--- src/design/integer_text_parser_macros.svh ---
// Assertion macros used by the integer text parser top level.
`ifndef INTEGER_TEXT_PARSER_MACROS_SVH
`define INTEGER_TEXT_PARSER_MACROS_SVH

// Same-cycle implication, disabled while reset is asserted.
`define ITP_ASSERT_IMP(lbl, ck, rstn, ante, cons) \
	lbl: assert property (@(posedge ck) disable iff (!(rstn)) (ante) |-> (cons)) \
		else $error("itp assertion failed");

// Next-cycle implication, disabled while reset is asserted.
`define ITP_ASSERT_NXT(lbl, ck, rstn, ante, cons) \
	lbl: assert property (@(posedge ck) disable iff (!(rstn)) (ante) |=> (cons)) \
		else $error("itp assertion failed");

`endif

--- src/design/itp_pkg.sv ---
// Shared types and constants of the integer text parser.
package itp_pkg;

	localparam int unsigned VALUE_W = 64;
	localparam int unsigned COUNT_W = 16;
	localparam int unsigned BASE_W  = 6;
	localparam int unsigned DIGIT_W = 6;

	// Character codes
	localparam logic [7:0] CH_SPACE = 8'h20;
	localparam logic [7:0] CH_TAB   = 8'h09;
	localparam logic [7:0] CH_MINUS = 8'h2D;
	localparam logic [7:0] CH_PLUS  = 8'h2B;
	localparam logic [7:0] CH_DIG0  = 8'h30;
	localparam logic [7:0] CH_DIG9  = 8'h39;
	localparam logic [7:0] CH_LA    = 8'h61;
	localparam logic [7:0] CH_LZ    = 8'h7A;
	localparam logic [7:0] CH_UA    = 8'h41;
	localparam logic [7:0] CH_UZ    = 8'h5A;
	localparam logic [7:0] CH_LX    = 8'h78;
	localparam logic [7:0] CH_UX    = 8'h58;

	// Digit value that marks a non-digit character
	localparam logic [DIGIT_W-1:0] NON_DIGIT = 6'd36;

	// Radix codes
	localparam logic [BASE_W-1:0] BASE_AUTO  = 6'd0;
	localparam logic [BASE_W-1:0] BASE_OCT   = 6'd8;
	localparam logic [BASE_W-1:0] BASE_DEC   = 6'd10;
	localparam logic [BASE_W-1:0] BASE_HEX   = 6'd16;
	localparam logic [BASE_W-1:0] BASE_RESET = 6'd10;

	// Register index of the radix register
	localparam logic REG_NUMBER_BASE = 1'b0;

	// One classified character, as handed from front to back
	typedef struct packed {
		logic [DIGIT_W-1:0] dval;
		logic               blank;
		logic               sign;
		logic               minus;
		logic               zero;
		logic               xch;
	} ch_class_t;

	// Front-to-back queue head
	typedef struct packed {
		logic      valid;
		ch_class_t item;
	} cls_head_t;

endpackage

--- src/design/integer_text_parser.sv ---
// Top level of the integer text parser: config register, front, back.
//
//  channel   | handshake            | payload
//  ----------+----------------------+----------------------------
//  input     | push / full          | ch[7:0]
//  result    | empty / pop          | value[63:0], end_offset[15:0]
//  config    | psel penable pwrite  | paddr[2:0], pwdata, prdata
//
// One character per cycle while the result queue has room; the back end's
// 64x6 multiply-add on the accumulator sets the per-character path. A
// result reaches the result ports once the back end takes its terminating
// character from the front queue. Each side has a two-entry queue,
// so a stalled pop holds the back end only once its result queue is full.
// Reset clears all queues and the parse state and loads radix 10.
`include "integer_text_parser_macros.svh"
module integer_text_parser import itp_pkg::*; (
	input  logic               clk,
	input  logic               arst_n,
	input  logic               push,
	input  logic [7:0]         ch,
	output logic               full,
	output logic               empty,
	input  logic               pop,
	output logic [VALUE_W-1:0] value,
	output logic [COUNT_W-1:0] end_offset,
	input  logic               psel,
	input  logic               penable,
	input  logic               pwrite,
	input  logic [2:0]         paddr,
	input  logic [31:0]        pwdata,
	output logic [31:0]        prdata,
	output logic               pready
);

	logic [BASE_W-1:0] base_q;
	logic              cfg_wr;
	cls_head_t         head;
	logic              take;

	assign pready = 1'b1;
	assign cfg_wr = psel && penable && pwrite && pready;

	// Hold the radix register
	always_ff @(posedge clk or negedge arst_n) begin
		if (!arst_n) begin
			base_q <= BASE_RESET;
		end else if (cfg_wr && paddr[2] == REG_NUMBER_BASE) begin
			base_q <= pwdata[BASE_W-1:0];
		end
	end

	// Return the register on read
	always_comb begin
		prdata = '0;
		if (paddr[2] == REG_NUMBER_BASE) begin
			prdata = {{(32-BASE_W){1'b0}}, base_q};
		end
	end

	itp_front u_front (
		.clk    (clk),
		.arst_n (arst_n),
		.push   (push),
		.ch     (ch),
		.full   (full),
		.head   (head),
		.take   (take)
	);

	itp_back u_back (
		.clk         (clk),
		.arst_n      (arst_n),
		.number_base (base_q),
		.head        (head),
		.take        (take),
		.empty       (empty),
		.pop         (pop),
		.value       (value),
		.end_offset  (end_offset)
	);

	// Back end only takes a queued class
	`ITP_ASSERT_IMP(a_take_needs_item, clk, arst_n, take, head.valid)
	// A take always leaves room for the next request
	`ITP_ASSERT_NXT(a_take_frees_slot, clk, arst_n, take, !full)
	// Writes to other addresses leave the radix alone
	`ITP_ASSERT_NXT(a_cfg_other_stable, clk, arst_n, cfg_wr && paddr[2] != REG_NUMBER_BASE, $stable(base_q))

endmodule

--- src/design/itp_front.sv ---
// Front end: accepts characters, classifies them and queues the classes.
module itp_front import itp_pkg::*; (
	input  logic      clk,
	input  logic      arst_n,
	input  logic      push,
	input  logic [7:0] ch,
	output logic      full,
	output cls_head_t head,
	input  logic      take
);

	localparam int unsigned DEPTH = 2;

	ch_class_t  cls;
	ch_class_t  slot_q [DEPTH];
	logic       wr_ptr_q;
	logic       rd_ptr_q;
	logic [1:0] cnt_q;
	logic       do_push;
	logic       do_pop;

	// Classify the incoming character
	always_comb begin
		cls.dval = NON_DIGIT;
		if (ch >= CH_DIG0 && ch <= CH_DIG9) begin
			cls.dval = 6'(ch - CH_DIG0);
		end else if (ch >= CH_LA && ch <= CH_LZ) begin
			cls.dval = 6'(ch - CH_LA + 8'd10);
		end else if (ch >= CH_UA && ch <= CH_UZ) begin
			cls.dval = 6'(ch - CH_UA + 8'd10);
		end
		cls.blank = (ch == CH_SPACE) || (ch == CH_TAB);
		cls.sign  = (ch == CH_MINUS) || (ch == CH_PLUS);
		cls.minus = (ch == CH_MINUS);
		cls.zero  = (ch == CH_DIG0);
		cls.xch   = (ch == CH_LX) || (ch == CH_UX);
	end

	assign full    = (cnt_q == 2'(DEPTH));
	assign do_push = push && !full;
	assign do_pop  = take && (cnt_q != 2'd0);

	// Store classes in arrival order
	always_ff @(posedge clk) begin
		if (do_push) begin
			slot_q[wr_ptr_q] <= cls;
		end
	end

	// Advance queue pointers and fill level
	always_ff @(posedge clk or negedge arst_n) begin
		if (!arst_n) begin
			wr_ptr_q <= 1'b0;
			rd_ptr_q <= 1'b0;
			cnt_q    <= 2'd0;
		end else begin
			if (do_push) begin
				wr_ptr_q <= ~wr_ptr_q;
			end
			if (do_pop) begin
				rd_ptr_q <= ~rd_ptr_q;
			end
			if (do_push && !do_pop) begin
				cnt_q <= cnt_q + 2'd1;
			end else if (do_pop && !do_push) begin
				cnt_q <= cnt_q - 2'd1;
			end
		end
	end

	assign head.valid = (cnt_q != 2'd0);
	assign head.item  = slot_q[rd_ptr_q];

endmodule

--- src/design/itp_back.sv ---
// Back end: runs the parse state machine and queues finished results.
module itp_back import itp_pkg::*; (
	input  logic                clk,
	input  logic                arst_n,
	input  logic [BASE_W-1:0]   number_base,
	input  cls_head_t           head,
	output logic                take,
	output logic                empty,
	input  logic                pop,
	output logic [VALUE_W-1:0]  value,
	output logic [COUNT_W-1:0]  end_offset
);

	localparam logic [1:0] PH_BLANK  = 2'd0;
	localparam logic [1:0] PH_SIGN   = 2'd1;
	localparam logic [1:0] PH_ZERO   = 2'd2;
	localparam logic [1:0] PH_DIGITS = 2'd3;
	localparam int unsigned DEPTH = 2;

	logic [1:0]         phase_q, phase_d;
	logic [VALUE_W-1:0] acc_q, acc_d;
	logic               neg_q, neg_d;
	logic [BASE_W-1:0]  base_q, base_d;
	logic [COUNT_W-1:0] cnt_q, cnt_d;
	logic               emit;

	logic [BASE_W-1:0]  first_base;
	logic [BASE_W-1:0]  take_base;
	logic [VALUE_W-1:0] prod;
	logic [VALUE_W-1:0] acc_next;
	logic [COUNT_W-1:0] cnt_inc;
	logic               is_digit;

	logic [VALUE_W-1:0] oval_q [DEPTH];
	logic [COUNT_W-1:0] ooff_q [DEPTH];
	logic               owr_q;
	logic               ord_q;
	logic [1:0]         ocnt_q;
	logic               ofull;
	logic               do_pop;

	assign ofull  = (ocnt_q == 2'(DEPTH));
	assign take   = head.valid && !ofull;
	assign do_pop = pop && !empty;

	// Pick the radix for this character
	always_comb begin
		first_base = (phase_q == PH_BLANK) ? number_base : base_q;
		case (phase_q)
			PH_ZERO:   take_base = (base_q == BASE_AUTO) ? BASE_OCT : base_q;
			PH_DIGITS: take_base = base_q;
			default:   take_base = (first_base == BASE_AUTO) ? BASE_DEC : first_base;
		endcase
	end

	// Multiply-add one digit and bump the saturating count
	assign prod     = acc_q * {{(VALUE_W-BASE_W){1'b0}}, take_base};
	assign acc_next = prod + {{(VALUE_W-DIGIT_W){1'b0}}, head.item.dval};
	assign cnt_inc  = (cnt_q == {COUNT_W{1'b1}}) ? cnt_q : cnt_q + 16'd1;
	assign is_digit = (head.item.dval != NON_DIGIT) && (head.item.dval < take_base);

	// Next parse state
	always_comb begin
		logic do_take;
		logic do_first;
		phase_d  = phase_q;
		acc_d    = acc_q;
		neg_d    = neg_q;
		base_d   = base_q;
		cnt_d    = cnt_q;
		emit     = 1'b0;
		do_take  = 1'b0;
		do_first = 1'b0;
		case (phase_q)
			PH_BLANK: begin
				if (head.item.blank) begin
					cnt_d = cnt_inc;
				end else if (head.item.sign) begin
					neg_d   = head.item.minus;
					cnt_d   = cnt_inc;
					phase_d = PH_SIGN;
					base_d  = number_base;
				end else begin
					do_first = 1'b1;
				end
			end
			PH_SIGN: begin
				do_first = 1'b1;
			end
			PH_ZERO: begin
				if (head.item.xch) begin
					base_d  = BASE_HEX;
					cnt_d   = cnt_inc;
					phase_d = PH_DIGITS;
				end else begin
					do_take = 1'b1;
				end
			end
			default: begin
				do_take = 1'b1;
			end
		endcase
		if (do_first) begin
			if ((first_base == BASE_AUTO || first_base == BASE_HEX) && head.item.zero) begin
				cnt_d   = cnt_inc;
				phase_d = PH_ZERO;
				base_d  = first_base;
			end else begin
				do_take = 1'b1;
			end
		end
		if (do_take) begin
			if (is_digit) begin
				acc_d   = acc_next;
				cnt_d   = cnt_inc;
				base_d  = take_base;
				phase_d = PH_DIGITS;
			end else begin
				emit    = 1'b1;
				phase_d = PH_BLANK;
				acc_d   = '0;
				neg_d   = 1'b0;
				base_d  = BASE_AUTO;
				cnt_d   = '0;
			end
		end
	end

	// Advance the parse state on each taken character
	always_ff @(posedge clk or negedge arst_n) begin
		if (!arst_n) begin
			phase_q <= PH_BLANK;
			acc_q   <= '0;
			neg_q   <= 1'b0;
			base_q  <= BASE_AUTO;
			cnt_q   <= '0;
		end else if (take) begin
			phase_q <= phase_d;
			acc_q   <= acc_d;
			neg_q   <= neg_d;
			base_q  <= base_d;
			cnt_q   <= cnt_d;
		end
	end

	// Hold finished results until popped
	always_ff @(posedge clk) begin
		if (take && emit) begin
			oval_q[owr_q] <= neg_q ? ({VALUE_W{1'b0}} - acc_q) : acc_q;
			ooff_q[owr_q] <= cnt_q;
		end
	end

	always_ff @(posedge clk or negedge arst_n) begin
		if (!arst_n) begin
			owr_q  <= 1'b0;
			ord_q  <= 1'b0;
			ocnt_q <= 2'd0;
		end else begin
			if (take && emit) begin
				owr_q <= ~owr_q;
			end
			if (do_pop) begin
				ord_q <= ~ord_q;
			end
			if ((take && emit) && !do_pop) begin
				ocnt_q <= ocnt_q + 2'd1;
			end else if (do_pop && !(take && emit)) begin
				ocnt_q <= ocnt_q - 2'd1;
			end
		end
	end

	assign empty      = (ocnt_q == 2'd0);
	assign value      = oval_q[ord_q];
	assign end_offset = ooff_q[ord_q];

endmodule

--- config.mk ---
export PLATFORM = sky130hd
export DESIGN_NAME = integer_text_parser
export DESIGN_NICKNAME = d
export VERILOG_FILES = /design/src/design/itp_pkg.sv /design/src/design/integer_text_parser.sv /design/src/design/itp_front.sv /design/src/design/itp_back.sv
export VERILOG_INCLUDE_DIRS = /design/src /design/src/design
export SDC_FILE = /design/constraint.sdc
export NUM_CORES = 1
export LEC_CHECK = 0
export BUFFER_PORTS_ARGS = -buffer_cell sky130_fd_sc_hd__buf_2
export CAP_MARGIN = 30
export CORE_AREA = 2 2 228 230
export CTS_CLUSTER_DIAMETER = 30
export DETAILED_ROUTE_END_ITERATION = 7
export DIE_AREA = 0 0 230 232
export GPL_ROUTABILITY_DRIVEN = 0
export PLACE_DENSITY = 0.67
export SLEW_MARGIN = 20
export SYNTH_ARGS = -nofsm -noshare
export SYNTH_HDL_FRONTEND = slang
export SYNTH_SLANG_ARGS = --single-unit
--- constraint.sdc ---
create_clock -name clk -period 8 [get_ports clk]
set_input_delay 0.8 -clock clk [delete_from_list [all_inputs] [get_ports clk]]
set_output_delay 0.8 -clock clk [all_outputs]
set_load 0.02 [all_outputs]
; ---- Yosys cells after proc, flatten, opt, wreduce, memory -nomap -nowiden
; Memory sizes are Yosys's and may differ from the RTL's.
; Index checks and enable logic that the tools add are counted.
[word_totals]
ff_bits = 103
ram_bits = 182
in_bits = 50
output_inout_bits = 115
wordCells = 149
n_memories = 3
[classes]
n_addsub = 12
mul = 1
n_lt_le_gt_ge = 7
n_eq_ne = 15
n_mux = 57
bitwise = 5
reduce_logical = 37
[memory_table]
columns = name, depth, width, rd, rd_clocked_by_memory_dff, write_ports, line_no
row1 = u_back.oval_q, 2, 64, 1, 0, 1, itp_back.sv:34  ; logic [VALUE_W-1:0] oval_q [DEPTH];
row2 = u_back.ooff_q, 2, 16, 1, 0, 1, itp_back.sv:35  ; logic [COUNT_W-1:0] ooff_q [DEPTH];
row3 = u_front.slot_q, 2, 11, 1, 0, 1, itp_front.sv:15  ; ch_class_t slot_q [DEPTH];
[op_table]
columns = op, n
row1 = 16-bit two-way mux, 8
row2 = 64-bit two-way mux, 2
row3 = 6-bit two-way mux, 14
row4 = 64-bit by 6-bit adder with 64-bit output, 1
row5 = 64-bit by 6-bit multiplier with 64-bit output, 1
row6 = "1-bit by 64-bit subtractor with 64-bit output, first input constant", 1
row7 = "8-bit by 6-bit equality test with 1-bit output, second input constant", 4
row8 = 16-bit case mux with 2 select lines, 1
row9 = 6-bit case mux with 2 select lines, 2
row10 = 2-bit two-way mux, 11
row11 = 1-bit logical AND, 17
row12 = "16-bit by 1-bit adder with 16-bit output, second input constant", 1
row13 = "16-bit equality test, second input constant", 1
row14 = "8-bit by 7-bit equality test with 1-bit output, second input constant", 2
row15 = "8-bit by 7-bit >= comparator with 1-bit output, second input constant", 2
row16 = "8-bit by 7-bit <= comparator with 1-bit output, second input constant", 2
row17 = 1-bit two-way mux, 16
row18 = "6-bit by 4-bit adder with 6-bit output, second input constant", 2
row19 = 6-bit zero test, 2
row20 = "6-bit subtractor, second input constant", 2
row21 = "2-bit equality test, second input constant", 4
row22 = "8-bit by 4-bit equality test with 1-bit output, second input constant", 1
row23 = "8-bit by 6-bit >= comparator with 1-bit output, second input constant", 1
row24 = "8-bit by 6-bit <= comparator with 1-bit output, second input constant", 1
row25 = 16 further kinds, 35

; ---- Depth between registers and ports, before layout
[logic_depth]
word_depth = 14
mapped_depth = 27
ltp_nobuf = 25

; ---- By module
; Synthesis repeated with hierarchy kept, for this count alone.
[unflattened]
cells_unflattened = 2404
area_unflattened_um2 = 25398.1
[by_module_without_submodules]
columns = mod, n_inst, cells_per_inst, area_each_um2, seq_area_each_um2
row1 = itp_back, 1, 2234, 23450.0, 7131.8
row2 = itp_front, 1, 122, 1441.4, 760.7
row3 = integer_text_parser, 1, 48, 506.7, 152.6

; ---- Worst setup path after synthesis
; Ideal clock, no wire load.
[synth_path]
path_kind = register -> register
start = reg u_back.phase_q[1]
end = mem u_back.ooff_q[0][0], enable pin
setup_ns = 0.528
arrival_ns = 6.533
t_required_ns = 7.472
setup_slack_ns = 0.939
stages_incl_launch_ff = 13
n_path_buf = 1
synth_period_minus_slack_ns = 7.061
cell_sequence = dfrtp_1 -> nor2_1 -> mux2_2 -> nor4_1 -> o21ai_0 -> a21oi_1 -> clkbuf_1 -> inv_1 -> ha_1 -> nand3_1 -> o21bai_1 -> nor2b_1 -> nor2b_1
[synth_via]
elab_chain_len = 12
word_cells_on_any_way = 23
cone_classes = order compare: 1 / eq/ne: 4 / mux: 11 / reduce/logical: 7
[synth_rtl]
columns = element, line_no
row1 = from (decl), itp_back.sv:20  ; logic [1:0] phase_q, phase_d;
row2 = from (signal assigned), itp_back.sv:138  ; phase_q <= phase_d;
row3 = 2-bit zero test, "itp_back.sv:48, itp_back.sv:74"
row4 = 6-bit two-way mux, itp_back.sv:48  ; first_base = (phase_q == PH_BLANK) ? number_base : base_q;
row5 = 6-bit zero test, "itp_back.sv:52, itp_back.sv:104"
row6 = 6-bit two-way mux, itp_back.sv:52  ; default: take_base = (first_base == BASE_AUTO) ? BASE_DEC : first_base;
row7 = 6-bit case mux with 2 select lines, itp_back.sv:49  ; case (phase_q)
row8 = 6-bit < comparator, itp_back.sv:60  ; assign is_digit = (head.item.dval != NON_DIGIT) && (head.item.dval < take_base);
row9 = 1-bit logical AND, itp_back.sv:60
row10 = 1-bit two-way mux, itp_back.sv:113  ; if (is_digit) begin
row11 = 1-bit two-way mux (*), itp_back.sv:112  ; if (do_take) begin
row12 = 1-bit logical AND (*), itp_back.sv:148  ; if (take && emit) begin
row13 = 1-bit two-way mux (*), itp_back.sv:148
row14 = 1-bit two-way mux (not written as such) (*), itp_back.sv:150  ; ooff_q[owr_q] <= cnt_q;
row15 = to (decl), itp_back.sv:35
; Mark *: on every way between the ends. The rest lies on a longest branch, timed or not.

; ---- Final worst setup path
[layout_path]
start = reg u_back.phase_q[1]
end = reg u_back.acc_q[63]
[layout_via]
elab_chain_len = 8
word_cells_on_any_way = 22
cone_classes = add/sub: 1 / mul: 1 / order compare: 1 / eq/ne: 4 / mux: 8 / reduce/logical: 7
[layout_rtl]
columns = element, line_no
row1 = 2-bit zero test, "itp_back.sv:48, itp_back.sv:74"
row2 = 6-bit two-way mux, itp_back.sv:48
row3 = 6-bit zero test / 6-bit by 5-bit equality test with 1-bit output (equally long branches), "itp_back.sv:52, itp_back.sv:104"
row4 = 6-bit two-way mux / 1-bit logical OR (equally long branches), "itp_back.sv:52, itp_back.sv:104"
row5 = 6-bit case mux with 2 select lines / 1-bit logical AND (equally long branches), "itp_back.sv:49, itp_back.sv:104"
row6 = "64-bit by 6-bit multiplier with 64-bit output, or another cell as far along", itp_back.sv:57  ; assign prod = acc_q * {{(VALUE_W-BASE_W){1'b0}}, take_base};
row7 = "64-bit by 6-bit adder with 64-bit output, or another cell as far along", itp_back.sv:58  ; assign acc_next = prod + {{(VALUE_W-DIGIT_W){1'b0}}, head.item.dval};
row8 = 64-bit two-way mux / 2-bit AND reduction (equally long branches), n/a
row9 = to (signal assigned), itp_back.sv:133  ; acc_q <= '0;
row10 = to (signal assigned), itp_back.sv:139  ; acc_q <= acc_d;
row11 = to (decl), itp_back.sv:21  ; logic [VALUE_W-1:0] acc_q, acc_d;
; Several ways; a longest one is shown, not always the timed one.
; A chain may end at the register's enable or synchronous reset.

==> reports/qor.txt <==
Status: complete, no violations
I/O Buffers: 109
GRT Residual Overflow: 0
Routed wire length per instance: 18.7 um
# nets final: 2886
Post-Place Worst Slack: 493 ps
Final hold slack: 154 ps
Met2 usage: 38.6%
Register bit count reported by yosys: 285
Vias: 18100
Final non-filler cell total: 3189
Total Die Area: 53400 sq um
Critical setup path kind: reg2reg
VDD IR max: 396 uV
Pwr Total: 10.9 mW
Clock root cell: clkbuf_16
Final WS setup: 585 ps
Slew @ Worst Pin: 936 ps
Total GRT Usage: 22.9%
Peak Freq: 135 MHz
1st-pass router iterations: 6
Synth unique cells: 79
Met3 GRT Util: 3.01%
Clock-pin slew on the worst setup and hold paths: 50 ps
Initial antenna violation count: 0
Layout cell share with drive strength beyond 1: 14.9%
# Max-Cap Violations: 0
Diode count: 0
Post-synth top area cell: edfxtp_1
Finish-stage setup viols: 0
Largest net degree at the start of global routing: 83
Worst hold path class: in2async
Cell Pwr Density: 378 nW/um^2
Top cell by count, worst path: fa_1
# IOs: 165
Top post-synthesis cells by area: edfxtp_1, fa_1, dfrtp_1
Slowest stage cell, crit path: dfrtp_1
CTS HTree Levels: 3
Num Clock Sinks: 285
Simple-gate share of the synthesized area: 17.1%
Critical Path AT: 7910 ps
Chip height: 232 um
HPWL Detailed: 42.0 mm
Crit-path max cell delay: 560 ps
Area Growth Syn to Fin: 14.0%
RSZ-0062 raised after global routing: no
Largest family of logic cells by synthesized area: adder cells
Row cnt: 83
Vias in the first global route: 19100
TNS Setup: 0 ps
Drt initial violations: 1051
Synth top area share: 21.7%
Post-synthesis compound-gate area fraction: 10.7%
Final Max Tran Viols: 0
P_leak: 12.9 nW
Global-route wire length before repair: 98.7 mm
CTS tree: yes
Fin Clk Skew: 31.6 ps
Post-DP Area: 26100 sq um
Final hold violations: 0
Final wirelength: 59.6 mm
Final core occ: 56.4%
Fraction of the mapped netlist area in adder cells: 26.3%
Gr busiest metal: met2
CP Buf/Inv Count: 5
Final instance area: 28700 sq um
Met1 usage: 30.4%
Sequential-to-total area share from yosys stat: 32.0%
Yosys warnings: 0
Worst Setup End Kind: flip-flop
Most common cell after layout, fill and taps aside: and2_1
ANT nets after route: 0
Most frequent cells in the layout: and2_1, fa_1, edfxtp_1, nand2_1, ha_1
Cells after synthesis: 2397
Main flop type after synthesis: edfxtp_1
DR DRC count: 0
Skew-Pair Late Insertion Delay: 620 ps
Synth Area in XOR/XNOR: 4.91%
Num CTS Buffers: 71
Longest Clk Path Bufs: 3
Max-Slew Margin vs Limit: 37.6%
Vias per cell: 5.67
Crit path max fanout: 29
Fin crit period: 7420 ps
Crit path required time: 8500 ps
Post-synth EDFFs: 182
Crit-path leading delay family: adder cells
Chip width: 230 um
Ys async rst share: 36.1%
Final period utilization: 92.7%
Synthesized area: 25200 sq um
Core area: 50900 sq um
Placed Instances: 3054
Proportion of synthesized area in mux cells: 4.53%
Mapped Avg Cell Area: 10.5 sq um
Initial Utilization: 49.5%
Layout fillers: 4283
CP Launch Type: flip-flop
## synth_stat cells, drive strengths merged, types with 22 or more instances
cell and count:
o21ai 126, buf 34, clkbuf 143, edfxtp 182, inv 91, xor2 35
a21o 22, dfrtp 101, nand2 178, mux2 95, nor3 22, o31ai 36
and2 334, xnor2 106, a21oi 105, nand3 29, nor2 88, ha 146
fa 240
## final cells by class
type	count	area, sq um	area share [%]
multi-input combinational	1867	16100	56.2
sequential	285	8050	28.1
clock buffer	77	1820	6.35
tap	680	851	2.97
inverter	92	345	1.20
clock inverter	55	711	2.48
timing repair buffer	133	786	2.74
## flip-flops by register name (all words and copies together), names as in the netlist
| register | count |
|---|---|
| u_back.base_q | 6 |
| u_front.rd_ptr_q | 1 |
| u_front.slot_q | 22 |
| u_back.oval_q | 128 |
| u_back.ord_q | 1 |
| u_front.wr_ptr_q | 1 |
| u_back.acc_q | 64 |
| base_q | 6 |
| u_back.phase_q | 2 |
| u_front.cnt_q | 2 |
| u_back.cnt_q | 16 |
| u_back.ooff_q | 32 |
| u_back.owr_q | 1 |
| u_back.ocnt_q | 2 |
| u_back.neg_q | 1 |
## logic make-up after synthesis
family,Yosys count
flip-flops,285
adder cells (fa/ha/maj),386
XOR/XNOR,141
multiplexers,102
buffers and inverters,270
other,2
AO/OA/AOI/OAI,423
AND/OR/NAND/NOR,788
## path summary, 6_finish.rpt
kind / start / to / slack [ps] / cells after the start
max in group asynchronous: arst_n / u_back.acc_q[31] / 6690 / 3
hold reg to reg: u_front.wr_ptr_q / u_front.wr_ptr_q / 480 / 1
setup reg to reg: u_back.phase_q[1] / u_back.acc_q[63] / 580 / 25
min in group clk: pwdata[4] / base_q[4] / 420 / 2
hold / removal: arst_n / u_back.cnt_q[12] / 150 / 1
setup / recovery: u_back.phase_q[1] / u_back.acc_q[63] / 580 / 25
## routing by layer
metal	vias up	share of wire, %
met5	-	0
met3	109	4.3
met1	9123	45
met2	489	48
li1	8352	-
met4	0	2.6
## report_power, final
group	internal, mW	switching (mW)	total [mW]	leakage (nW)
Clock	2.05	0.957	3.00	1.21
Combinational	1.76	3.38	5.14	8.58
Sequential	2.31	0.396	2.71	3.10
Total	6.12	4.73	10.9	12.9
## repair_timing
item,4_1_cts,5_1_grt
endpoints found under the setup margin,0,5
resized for setup,0,1
hold buffers,0,0
setup buffers,0,0
No activity file was read; power rests on OpenSTA's default activity.
